[config.mk]
export PLATFORM = sky130hd
export DESIGN_NAME = subtract_with_borrow_rng_unit
export DESIGN_NICKNAME = d
export VERILOG_FILES = /design/src/rtl/swb_pkg.sv /design/src/rtl/swb_front.sv /design/src/rtl/swb_back.sv /design/src/rtl/subtract_with_borrow_rng_unit.sv
export SDC_FILE = /design/constraint.sdc
export NUM_CORES = 2
export LEC_CHECK = 0
export ABC_CLOCK_PERIOD_IN_PS = 8050
export BUFFER_PORTS_ARGS = -buffer_cell sky130_fd_sc_hd__buf_2
export CAP_MARGIN = 30
export CORE_MARGIN = 1
export CORE_UTILIZATION = 45
export CTS_BUF_LIST = sky130_fd_sc_hd__clkbuf_2
export DETAILED_ROUTE_END_ITERATION = 10
export PLACE_DENSITY_LB_ADDON = 0.3
export SKIP_LAST_GASP = 1
export SLEW_MARGIN = 15
export SYNTH_ARGS = -nofsm -noshare
export SYNTH_HDL_FRONTEND = slang
export SYNTH_HIERARCHICAL = 1
export SYNTH_SLANG_ARGS = --single-unit
[constraint.sdc]
create_clock -name clk -period 8.05 [get_ports clk]
set_input_delay 0 -clock clk [delete_from_list [all_inputs] [get_ports clk]]
set_output_delay 0 -clock clk [all_outputs]
set_load 0.02 [all_outputs]
[src/rtl/swb_pkg.sv]
// Shared types and constants for the subtract-with-borrow generator.
// Holds the transaction structs, operation codes and the seed arithmetic.
// No dependencies.
`default_nettype none
package swb_pkg;

	localparam int RING      = 24;
	localparam int SHORT_LAG = 10;
	localparam int BATCH_DEF = 100;

	localparam logic [30:0] RESET_SEED = 31'd314159265;
	localparam logic [30:0] LCG_MOD    = 31'd2147483563;
	localparam logic [15:0] LCG_MUL    = 16'd40014;
	localparam logic [6:0]  MOD_FOLD   = 7'd85;

	localparam logic [1:0] OP_DRAW  = 2'd0;
	localparam logic [1:0] OP_SEED  = 2'd1;
	localparam logic [1:0] OP_READ  = 2'd2;
	localparam logic [1:0] OP_WRITE = 2'd3;

	localparam logic KIND_RANDOM = 1'b0;
	localparam logic KIND_STATE  = 1'b1;

	typedef struct packed {
		logic [1:0]  operation;
		logic [30:0] seed_value;
		logic [4:0]  word_index;
		logic [23:0] word_value;
		logic [4:0]  long_pos_in;
		logic [4:0]  short_pos_in;
		logic        carry_in;
	} swb_cmd_t;

	typedef struct packed {
		logic        result_kind;
		logic [23:0] random_value;
		logic [23:0] state_word;
		logic [4:0]  long_pos_out;
		logic [4:0]  short_pos_out;
		logic        carry_out;
	} swb_res_t;

	typedef struct packed {
		logic [1:0]  op;
		logic [30:0] seed;
		logic [4:0]  idx;
		logic        idx_ring;
		logic        idx_ctl;
		logic [23:0] word;
		logic [4:0]  long_pos;
		logic [4:0]  short_pos;
		logic        carry;
	} swb_entry_t;

	typedef struct packed {
		logic pop;
	} swb_queue_ctl_t;

	function automatic logic [4:0] clamp_pos(input logic [4:0] p);
		clamp_pos = (p == 5'd0 || p > 5'(RING)) ? 5'(RING) : p;
	endfunction

	// Reduces a product below 2^47 modulo 2^31 - 85.
	function automatic logic [30:0] lcg_reduce(input logic [46:0] prod);
		logic [31:0] sum;
		sum = {1'b0, prod[30:0]} + (32'(prod[46:31]) * 32'(MOD_FOLD));
		if (sum >= {1'b0, LCG_MOD}) begin
			sum = sum - {1'b0, LCG_MOD};
		end
		lcg_reduce = sum[30:0];
	endfunction

endpackage
`default_nettype wire

[src/rtl/swb_front.sv]
// Front end of the generator: accepts transactions, decodes them and queues them.
// Depends on swb_pkg.
`default_nettype none
module swb_front (
	input  wire                    clk,
	input  wire                    arst_n,
	input  wire                    start,
	output logic                   busy,
	input  swb_pkg::swb_cmd_t      cmd,
	input  swb_pkg::swb_queue_ctl_t qctl_in,
	output logic                   q_valid,
	output swb_pkg::swb_entry_t    q_head
);
	import swb_pkg::*;

	swb_entry_t slot_q [2];
	logic       wr_ptr_q;
	logic       rd_ptr_q;
	logic [1:0] count_q;
	swb_entry_t ent;
	logic       push;

	always_comb begin
		ent.op        = cmd.operation;
		ent.seed      = cmd.seed_value;
		ent.idx       = cmd.word_index;
		ent.idx_ring  = cmd.word_index < 5'(RING);
		ent.idx_ctl   = cmd.word_index == 5'(RING);
		ent.word      = cmd.word_value;
		ent.long_pos  = clamp_pos(cmd.long_pos_in);
		ent.short_pos = clamp_pos(cmd.short_pos_in);
		ent.carry     = cmd.carry_in;
	end

	assign busy    = count_q == 2'd2;
	assign push    = start && !busy;
	assign q_valid = count_q != 2'd0;
	assign q_head  = slot_q[rd_ptr_q];

	always_ff @(posedge clk) begin
		if (push) begin
			slot_q[wr_ptr_q] <= ent;
		end
	end

	always_ff @(posedge clk or negedge arst_n) begin
		if (!arst_n) begin
			wr_ptr_q <= 1'b0;
			rd_ptr_q <= 1'b0;
			count_q  <= 2'd0;
		end else begin
			if (push) begin
				wr_ptr_q <= !wr_ptr_q;
			end
			if (qctl_in.pop) begin
				rd_ptr_q <= !rd_ptr_q;
			end
			count_q <= count_q + 2'(push) - 2'(qctl_in.pop);
		end
	end

endmodule
`default_nettype wire

[src/rtl/swb_back.sv]
// Back end of the generator: executes queued transactions on the lag ring and batch.
// Holds both memories and the sequencer. Depends on swb_pkg.
`default_nettype none
module swb_back #(
	parameter int BATCH = swb_pkg::BATCH_DEF
) (
	input  wire                     clk,
	input  wire                     arst_n,
	input  wire  [30:0]             default_seed,
	input  wire                     q_valid,
	input  swb_pkg::swb_entry_t     q_head,
	output swb_pkg::swb_queue_ctl_t qctl,
	output logic                    done,
	output swb_pkg::swb_res_t       result
);
	import swb_pkg::*;

	localparam int BW = (BATCH > 1) ? $clog2(BATCH) : 1;
	localparam int LW = $clog2(BATCH + 1);

	typedef enum logic [7:0] {
		S_IDLE   = 8'b0000_0001,
		S_MUL    = 8'b0000_0010,
		S_RED    = 8'b0000_0100,
		S_STEP_A = 8'b0000_1000,
		S_STEP_B = 8'b0001_0000,
		S_DRAW   = 8'b0010_0000,
		S_DOUT   = 8'b0100_0000,
		S_RDOUT  = 8'b1000_0000
	} state_t;

	state_t      state_q;
	logic [1:0]  op_q;
	logic        idx_ring_q;
	logic [30:0] s_q;
	logic [46:0] prod_q;
	logic [4:0]  i_q;
	logic [23:0] w13_q;
	logic [4:0]  long_q;
	logic [4:0]  short_q;
	logic        borrow_q;
	logic        seeded_q;
	logic [LW-1:0] left_q;
	logic [BW-1:0] cnt_q;
	logic [4:0]  wa_q;

	logic [23:0] ring_mem [RING];
	logic [23:0] batch_mem [BATCH];
	logic [23:0] ring_a_q;
	logic [23:0] ring_b_q;
	logic [23:0] batch_rd_q;

	logic        ring_we;
	logic [4:0]  ring_wa;
	logic [23:0] ring_wd;
	logic [4:0]  ring_ra;
	logic [4:0]  ring_rb;
	logic [BW-1:0] batch_ra;
	logic [4:0]  sp;
	logic [4:0]  lp;
	logic [30:0] s_new;
	logic [24:0] diff;
	logic        dispatch;

	assign sp       = short_q - 5'd1;
	assign lp       = long_q - 5'd1;
	assign s_new    = lcg_reduce(prod_q);
	assign diff     = {1'b0, ring_a_q} - {1'b0, ring_b_q} - 25'(borrow_q);
	assign dispatch = (state_q == S_IDLE) && q_valid;
	assign qctl.pop = dispatch;
	assign batch_ra = BW'(left_q - LW'(1));

	always_comb begin
		ring_we = 1'b0;
		ring_wa = q_head.idx;
		ring_wd = q_head.word;
		ring_ra = q_head.idx;
		ring_rb = lp;
		case (state_q)
			S_IDLE: begin
				ring_we = dispatch && q_head.op == OP_WRITE && q_head.idx_ring;
			end
			S_RED: begin
				ring_we = 1'b1;
				ring_wa = i_q;
				ring_wd = s_new[23:0];
			end
			S_STEP_A: begin
				ring_ra = sp;
			end
			S_STEP_B: begin
				ring_we = 1'b1;
				ring_wa = wa_q;
				ring_wd = diff[23:0];
			end
			default: begin
			end
		endcase
	end

	always_ff @(posedge clk) begin
		if (ring_we) begin
			ring_mem[ring_wa] <= ring_wd;
		end
		ring_a_q <= ring_mem[ring_ra];
		ring_b_q <= ring_mem[ring_rb];
	end

	always_ff @(posedge clk) begin
		if (state_q == S_STEP_B) begin
			batch_mem[cnt_q] <= diff[23:0];
		end
		batch_rd_q <= batch_mem[batch_ra];
	end

	always_ff @(posedge clk) begin
		if (state_q == S_MUL) begin
			prod_q <= 47'(s_q) * 47'(LCG_MUL);
		end
		if (state_q == S_RED && i_q == 5'd13) begin
			w13_q <= s_new[23:0];
		end
		if (state_q == S_STEP_A) begin
			wa_q <= lp;
		end
		if (dispatch) begin
			op_q       <= q_head.op;
			idx_ring_q <= q_head.idx_ring;
		end
	end

	always_ff @(posedge clk or negedge arst_n) begin
		if (!arst_n) begin
			state_q  <= S_IDLE;
			s_q      <= '0;
			i_q      <= '0;
			long_q   <= 5'(RING);
			short_q  <= 5'(SHORT_LAG);
			borrow_q <= 1'b0;
			seeded_q <= 1'b0;
			left_q   <= '0;
			cnt_q    <= '0;
		end else begin
			case (state_q)
				S_IDLE: begin
					if (dispatch) begin
						case (q_head.op)
							OP_SEED: begin
								s_q     <= (q_head.seed != '0) ? q_head.seed : default_seed;
								i_q     <= '0;
								state_q <= S_MUL;
							end
							OP_WRITE: begin
								if (q_head.idx_ctl) begin
									long_q   <= q_head.long_pos;
									short_q  <= q_head.short_pos;
									borrow_q <= q_head.carry;
									seeded_q <= 1'b1;
								end
							end
							OP_READ: begin
								state_q <= S_RDOUT;
							end
							default: begin
								if (left_q != '0) begin
									left_q  <= left_q - LW'(1);
									state_q <= S_DOUT;
								end else if (!seeded_q) begin
									s_q     <= default_seed;
									i_q     <= '0;
									state_q <= S_MUL;
								end else begin
									cnt_q   <= '0;
									state_q <= S_STEP_A;
								end
							end
						endcase
					end
				end
				S_MUL: begin
					state_q <= S_RED;
				end
				S_RED: begin
					s_q <= s_new;
					if (i_q == 5'(RING - 1)) begin
						borrow_q <= s_new[23:0] < w13_q;
						long_q   <= 5'(RING);
						short_q  <= 5'(SHORT_LAG);
						left_q   <= '0;
						seeded_q <= 1'b1;
						cnt_q    <= '0;
						state_q  <= (op_q == OP_DRAW) ? S_STEP_A : S_IDLE;
					end else begin
						i_q     <= i_q + 5'd1;
						state_q <= S_MUL;
					end
				end
				S_STEP_A: begin
					short_q <= (sp == 5'd0) ? 5'(RING) : sp;
					long_q  <= (lp == 5'd0) ? 5'(RING) : lp;
					state_q <= S_STEP_B;
				end
				S_STEP_B: begin
					borrow_q <= diff[24];
					if (cnt_q == BW'(BATCH - 1)) begin
						left_q  <= LW'(BATCH);
						state_q <= S_DRAW;
					end else begin
						cnt_q   <= cnt_q + BW'(1);
						state_q <= S_STEP_A;
					end
				end
				S_DRAW: begin
					left_q  <= left_q - LW'(1);
					state_q <= S_DOUT;
				end
				default: begin
					state_q <= S_IDLE;
				end
			endcase
		end
	end

	always_comb begin
		done   = (state_q == S_DOUT) || (state_q == S_RDOUT);
		result = '0;
		if (state_q == S_DOUT) begin
			result.result_kind  = KIND_RANDOM;
			result.random_value = batch_rd_q;
		end else if (state_q == S_RDOUT) begin
			result.result_kind   = KIND_STATE;
			result.state_word    = idx_ring_q ? ring_a_q : 24'd0;
			result.long_pos_out  = long_q;
			result.short_pos_out = short_q;
			result.carry_out     = borrow_q;
		end
	end

endmodule
`default_nettype wire

[src/rtl/subtract_with_borrow_rng_unit.sv]
// A draw from a filled batch gives its result from the batch memory; a read gives a ring word,
// the lag positions and the borrow. An empty batch is refilled first, each ring step a read
// state then a write state of the ring memory; seeding fills the 24 ring words by multiply
// and reduce states. Seed and write transactions give no result. A two-entry queue takes new
// transactions while work runs. Reset clears control state, not the ring and batch memories.
`default_nettype none
module subtract_with_borrow_rng_unit #(
	parameter int BATCH = swb_pkg::BATCH_DEF
) (
	input  wire                clk,
	input  wire                arst_n,
	input  wire                start,
	output logic               busy,
	input  swb_pkg::swb_cmd_t  cmd,
	output logic               done,
	output swb_pkg::swb_res_t  result,
	input  wire                psel,
	input  wire                penable,
	input  wire                pwrite,
	input  wire  [1:0]         paddr,
	input  wire  [31:0]        pwdata,
	output logic [31:0]        prdata,
	output logic               pready
);
	import swb_pkg::*;

	logic [30:0]    default_seed_q;
	logic           q_valid;
	swb_entry_t     q_head;
	swb_queue_ctl_t qctl;

	assign pready = 1'b1;
	assign prdata = (paddr == 2'd0) ? {1'b0, default_seed_q} : 32'd0;

	always_ff @(posedge clk or negedge arst_n) begin
		if (!arst_n) begin
			default_seed_q <= RESET_SEED;
		end else if (psel && penable && pwrite && paddr == 2'd0) begin
			default_seed_q <= pwdata[30:0];
		end
	end

	swb_front u_front (
		.clk     (clk),
		.arst_n  (arst_n),
		.start   (start),
		.busy    (busy),
		.cmd     (cmd),
		.qctl_in (qctl),
		.q_valid (q_valid),
		.q_head  (q_head)
	);

	swb_back #(.BATCH(BATCH)) u_back (
		.clk          (clk),
		.arst_n       (arst_n),
		.default_seed (default_seed_q),
		.q_valid      (q_valid),
		.q_head       (q_head),
		.qctl         (qctl),
		.done         (done),
		.result       (result)
	);

`ifndef NO_ASSERTIONS
	a_done_gap: assert property (@(posedge clk) disable iff (!arst_n)
		done |=> !done) else $error("back-to-back result strobes");
	a_read_pos: assert property (@(posedge clk) disable iff (!arst_n)
		(done && result.result_kind == KIND_STATE) |->
		(result.long_pos_out != 5'd0 && result.long_pos_out <= 5'd24 &&
		 result.short_pos_out != 5'd0 && result.short_pos_out <= 5'd24))
		else $error("lag position out of range");
	a_pop_valid: assert property (@(posedge clk) disable iff (!arst_n)
		qctl.pop |-> q_valid) else $error("pop from empty queue");
`endif

endmodule
`default_nettype wire
; Yosys cells after proc, flatten, opt, wreduce, memory -nomap -nowiden
; Memory sizes are Yosys's and may differ from the RTL's. A register that Yosys moved wholly into a read port is not among the register bits.
; Cells that the tools add are included.
[classes]
addsub = 11
n_mul = 2
magnitude_cmp = 5
eq_ne = 31
mux = 74
n_reduce_logical = 38
[ops]
columns = op, n
row1 = $mux W31, 6
row2 = $pmux W31 S2, 2
row3 = $mux W5, 17
row4 = $mux W35, 2
row5 = $mux W7, 10
row6 = $mux W24, 2
row7 = $pmux W24 S2, 1
row8 = $pmux W8 S6, 1
row9 = $mul A31 B15 Y46 const B, 1
row10 = $add A31 B23 Y32, 1
row11 = $ge A32 B31 Y1 const B, 1
row12 = $reduce_bool A31 Y1, 1
row13 = $sub A31 B31 Y31 const B, 1
row14 = $pmux W5 S2, 3
row15 = $pmux W5 S3, 2
row16 = $pmux W7 S4, 1
row17 = $sub A24 B24 Y25, 1
row18 = $sub A25 B1 Y25, 1
row19 = $lt A24 B24 Y1, 1
row20 = $mux W8, 3
row21 = $pmux W8 S3, 1
row22 = $mul A16 B7 Y23 const B, 1
row23 = $ne A2 B2 Y1 const B, 11
row24 = $pmux W7 S3, 1
row25 = 43 further kinds, 89
[totals]
reg_bits = 183
ram_bits = 3126
out_inout_bits = 95
mem_count = 3
[memory_table]
columns = memory, words, word_bits, rd, rd_ports_with_merged_regs, write_ports, line
row1 = u_back.batch_mem, 100, 24, 1, 1, 1, swb_back.sv:48  ; logic [23:0] batch_mem [BATCH];
row2 = u_back.ring_mem, 24, 24, 2, 2, 1, swb_back.sv:47  ; logic [23:0] ring_mem [RING];
row3 = u_front.slot_q, 2, 75, 1, 0, 1, swb_front.sv:16  ; swb_entry_t slot_q [2];

; Depth between registers and ports, before layout
[logic_depth]
ltp_word = 7
depth_mapped = 33
depth_no_buf = 32

; Modules after synthesis
; Netlist, hierarchy kept.
[by_module_without_submodules]
columns = mod, n_inst, cells_each, area_per_inst_um2, seq_area_each_um2
row1 = swb_back, 1, 7093, 139034.6, 94907.3
row2 = swb_front, 1, 266, 5858.1, 4604.4
row3 = subtract_with_borrow_rng_unit, 1, 106, 1569.0, 792.0

; Worst setup path before layout
; No wires, ideal clock.
[synth_timing]
kind = flip-flop to flip-flop
from = register u_back.prod_q[32]
to = register u_back.borrow_q
setup_ps = 82
arrival_time_ps = 7527
required_time_ps = 7968
setup_slack_ps = 441
path_stages_with_launch = 31
path_buffers = 3
cell_sequence = edfxtp_1 ha_1 fa_1 fa_1 inv_1 fa_1 inv_1 ha_1 a21o_1 a221oi_2 xnor2_1 nand4_1 or2_0 buf_2 or4_1 o31a_1 buf_2 clkbuf_1 o31ai_1 ha_1 a21o_1 a21o_1 a21oi_1 nor2b_1 o21ai_0 nand2b_1 a21oi_1 o21ai_0 or4_1 mux2_2 a31oi_1
[synth_between]
elab_chain_len = 7
[synth_lines]
columns = element, line
row1 = start: declaration, swb_back.sv:36  ; logic [46:0] prod_q;
row2 = start signal: assignment, swb_back.sv:118  ; prod_q <= 47'(s_q) * 47'(LCG_MUL);
row3 = $mul A16 B7 Y23 *, swb_pkg.sv:66  ; sum = {1'b0, prod[30:0]} + (32'(prod[46:31]) * 32'(MOD_FOLD));
row4 = $add A31 B23 Y32 *, swb_pkg.sv:66
row5 = $sub A31 B31 Y31 or $ge A32 B31 Y1 (tied branches), "swb_pkg.sv:68, swb_pkg.sv:67"
row6 = $mux W31 *, swb_pkg.sv:67  ; if (sum >= {1'b0, LCG_MOD}) begin
row7 = net u_back.s_new[9], swb_back.sv:61  ; logic [30:0] s_new;
row8 = $lt A24 B24 Y1 *, swb_back.sv:186  ; borrow_q <= s_new[23:0] < w13_q;
row9 = $mux W1 *, swb_back.sv:185  ; if (i_q == 5'(RING - 1)) begin
row10 = $pmux W1 S3 *, swb_back.sv:144  ; case (state_q)
row11 = end signal: assignment, swb_back.sv:157  ; borrow_q <= q_head.carry;
row12 = end signal: assignment, swb_back.sv:186
row13 = end signal: assignment, swb_back.sv:204  ; borrow_q <= diff[24];
row14 = end: declaration, swb_back.sv:41  ; logic borrow_q;
; Mark *: on every way through the listed nets, which the timed path passes. The rest lies on a longest branch. The select of a mux whose other input is x is not followed.
; A chain may end at the register's enable or synchronous reset.

; Worst setup path after layout
; Ends and elaborated chain as after synthesis.

==> impl_results.md <==
* Outcome: finished with violations
* Failing checks: DRC
* Hold WC Path Type: in2reg
* Core area at between 0.3 and 0.4 mm^2
* CTS tree: built
* Layout Cells excl Fill at 13944
* Final layout net count at between 9000 and 10000
* Worst-path clk slew at 110 ps
* Worst Max-Slew Pin Slew at approximately 1000 ps
* Synth Area in XOR/XNOR at 0.00747
* # setup viols final at 0
* Seq cells post-synth at around 3400
* Post-DP HPWL at approximately 240000 um
* Crit. End Element: flip-flop
* Number of synthesized flops with an enable pin at around 3200
* Buffers on Ports at around 200
* Critical Path Start Type: flip-flop
* Crit path required time at ~10000 ps
* Async set or reset register ratio after synthesis at 0.0311
* Root Driver: clkbuf_2
* Htree depth at 6
* First-pass GRT wire length at just under 600000 um
* Hold slack at a little under 200 ps
* Combinational family with the most area after synthesis: multiplexers
* Die height at approximately 570 um
* Vias in the first global route at around 85000
* Drt drc at 48
* Synthesized Nets at 8045
* Max FO, Critical Path at 6
* Simple-gate area share of the yosys netlist at 0.0259
* Sequential fraction of the synthesis area at 0.685
* Total gr overflow at 0
* Cts bufs inserted at slightly above 800
* Clock Tree Buf Depth at 4
* Fin crit share at 0.971
* Max Slew Vio Count at 0
* Max incr delay on CP at roughly 520 ps
* Cell Rows at between 200 and 250
* Clock Skews at roughly 260 ps
* Yosys cell types at 93
* Area share of the largest cell type after synthesis at 0.657
* Routed Antenna Nets at 0
* Fin Setup TNS at 0 ps
* Initial DRC Count at around 8500
* I/O pins at approximately 210
* Clock latency on the worst-skew pair at 2200 ps
* Total vias in the final route at a little over 80000
* Die Area at about 0.33 mm^2
* Mux cell area share after synthesis at 0.187
* Main synth FF type: edfxtp_1
* FMAX at 128 MHz
* Fraction of layout cells with a size suffix above 1 at 0.347
* Final hold violations at 0
* Most frequent cell after synthesis: edfxtp_1
* Synth top area cells: edfxtp_1 66%, mux4_2 17%, ha_1 2.5%
* Routed length per placed instance at 28.9 um
* Max-cap viol count at 0
* CP arrival at around 9800 ps
* Die Wd at roughly 570 um
* Starting Density at 0.452
* Total track usage at 0.246
* Post-synthesis adder-cell area fraction at 0.0489
* Post-Syn Area per Cell at about 20 um^2
* Post-Syn Instances at 7465
* Area delta synth->final at 15.5%
* Layout fillers at 25617
* Setup Crit Path Kind: reg2reg
* Vias per cell at ~6
* Detailed Routing Iterations Pass 1 at 10
* Cell taking the most area after synthesis: edfxtp_1
* Post-route minimum period at between 7000 and 8000 ps
* Yosys warnings at 6
* Max-slew headroom at 0.302
* Post-Syn Area at 0.146 mm^2
* Placed cells at between 10000 and 15000
* Post-synth top cells: 3204 x edfxtp_1, 1080 x mux4_2, 411 x inv_1
* Largest net degree at the start of global routing at 145
* Routed Wire Length at between 400000 and 500000 um
* Synth Area in Compound Gates at 0.0252
* Initial antenna violation count at 23
* Placer Congestion at slightly below 0.9
* CTS sink cnt at approximately 3400
* Slowest CP cell: fa_1
==> through the flow <==
step           instance area (um^2)  utilization  worst slack (ps)
4_1_cts                      168000        0.520              45.6
3_3_place_gp                 155000        0.478              71.4
2_1_floorplan                146000            -               441
3_5_place_dp                 156000        0.482             -31.4
6_report                     169000        0.522               237
5_1_grt                      169000        0.522              -126
==> kinds of logic (layout without fill, tap and decap cells) <==
group,after synthesis,count (layout)
buffers and inverters,764,2896
XOR/XNOR,124,124
AND/OR/NAND/NOR,795,795
adder cells (fa/ha/maj),467,467
multiplexers,1347,1347
other,2,24
AO/OA/AOI/OAI,585,585
flip-flops,3381,3381
==> cell usage in the layout (no fill, tap or decap), types with 84 or more instances in the layout <==
master / Yosys / routed
a21oi_1: 125 / 120
buf_2: 7 / 203
buf_4: 3 / 259
clkbuf_2: 0 / 1209
clkinv_1: 0 / 151
dfrtp_1: 87 / 84
dlygate4sd3_1: 0 / 484
edfxtp_1: 3204 / 3204
fa_1: 175 / 174
ha_1: 292 / 285
inv_1: 411 / 410
mux2i_1: 126 / 126
mux4_2: 1080 / 1080
nand2_1: 230 / 229
nor2_1: 243 / 113
o21ai_0: 198 / 172
==> final cells by class <==
class / instances / area (um^2) / share of cell area
clock inverters: 239 / 1300 / 0.00766
diodes: 22 / 55.1 / 0.000325
inverters: 411 / 1540 / 0.00913
clock buffers: 1209 / 6050 / 0.0358
well taps: 4325 / 5410 / 0.0320
flip-flops and latches: 3381 / 100000 / 0.593
multi-input cells: 3320 / 44600 / 0.264
repair buffers: 1037 / 9900 / 0.0586
==> final timing paths <==
kind / startpoint / to / slack, ps / cells after the start
worst max-delay path: u_back/prod_q[32]$_DFFE_PP_ / u_back/borrow_q$_DFFE_PN0P_ / 240 / 31
worst min-delay path: cmd[27] / u_front/slot_q[0][27]$_DFFE_PP_ / 190 / 4
worst max register to register: u_back/prod_q[32]$_DFFE_PP_ / u_back/borrow_q$_DFFE_PN0P_ / 240 / 31
worst min register to register: u_front/count_q[1]$_DFF_PN0_ / u_front/count_q[1]$_DFF_PN0_ / 520 / 1
max in group asynchronous: arst_n / u_back/long_q[0]$_DFFE_PN0P_ / 5650 / 8
min in group asynchronous: arst_n / default_seed_q[1]$_DFFE_PN0P_ / 740 / 7
==> sequential cells by signal, indices dropped and copies added, names as in the netlist, 2 cells and up <==
register and flops:
u_front/count_q 2, u_back/w13_q 24, u_back/op_q 2, u_back/ring_mem 576, u_back/ring_a_q 24, u_back/long_q 5, u_back/batch_mem 2400, u_front/slot_q 150
default_seed_q 31, u_back/short_q 5, u_back/left_q 7, u_back/state_q 8, u_back/wa_q 5, u_back/s_q 31, u_back/ring_b_q 24, u_back/batch_rd_q 24
u_back/i_q 5, u_back/cnt_q 7, u_back/prod_q 46
==> per-layer routing <==
| layer | track usage | vias to the layer above | share of wire |
|---|---|---|---|
| met2 | 0.407 | 4251 | 0.49 |
| met5 | 0 | - | 0.00024 |
| met1 | 0.318 | 42652 | 0.38 |
| li1 | - | 33764 | - |
| met3 | 0.0451 | 879 | 0.080 |
| met4 | 0.109 | 16 | 0.046 |
==> critical path, delay by kind of cell (launching register included) <==
kind                       cells  cell delay [ps]
muxes                          1              280
and+or+nand+nor                4             1350
buffers and inverters          5              510
adders and majority gates      6             2260
DFF                            1              410
AOI/OAI and AO/OA             14             2810
xor gates and xnor gates       1              170
==> timing repair <==
| action | 4_1_cts | 5_1_grt |
|---|---|---|
| setup endpoints to repair | 1 | 1 |
| hold endpoints to repair | 439 | 0 |
| hold buffers | 487 | 0 |
| resized for setup | 2 | 44 |
| pin swaps | 0 | 23 |
| setup buffers | 0 | 15 |
Power is left out: the tool's default activity adds up to more than one toggle a clock period on the data nets, which glitch-free logic cannot reach.
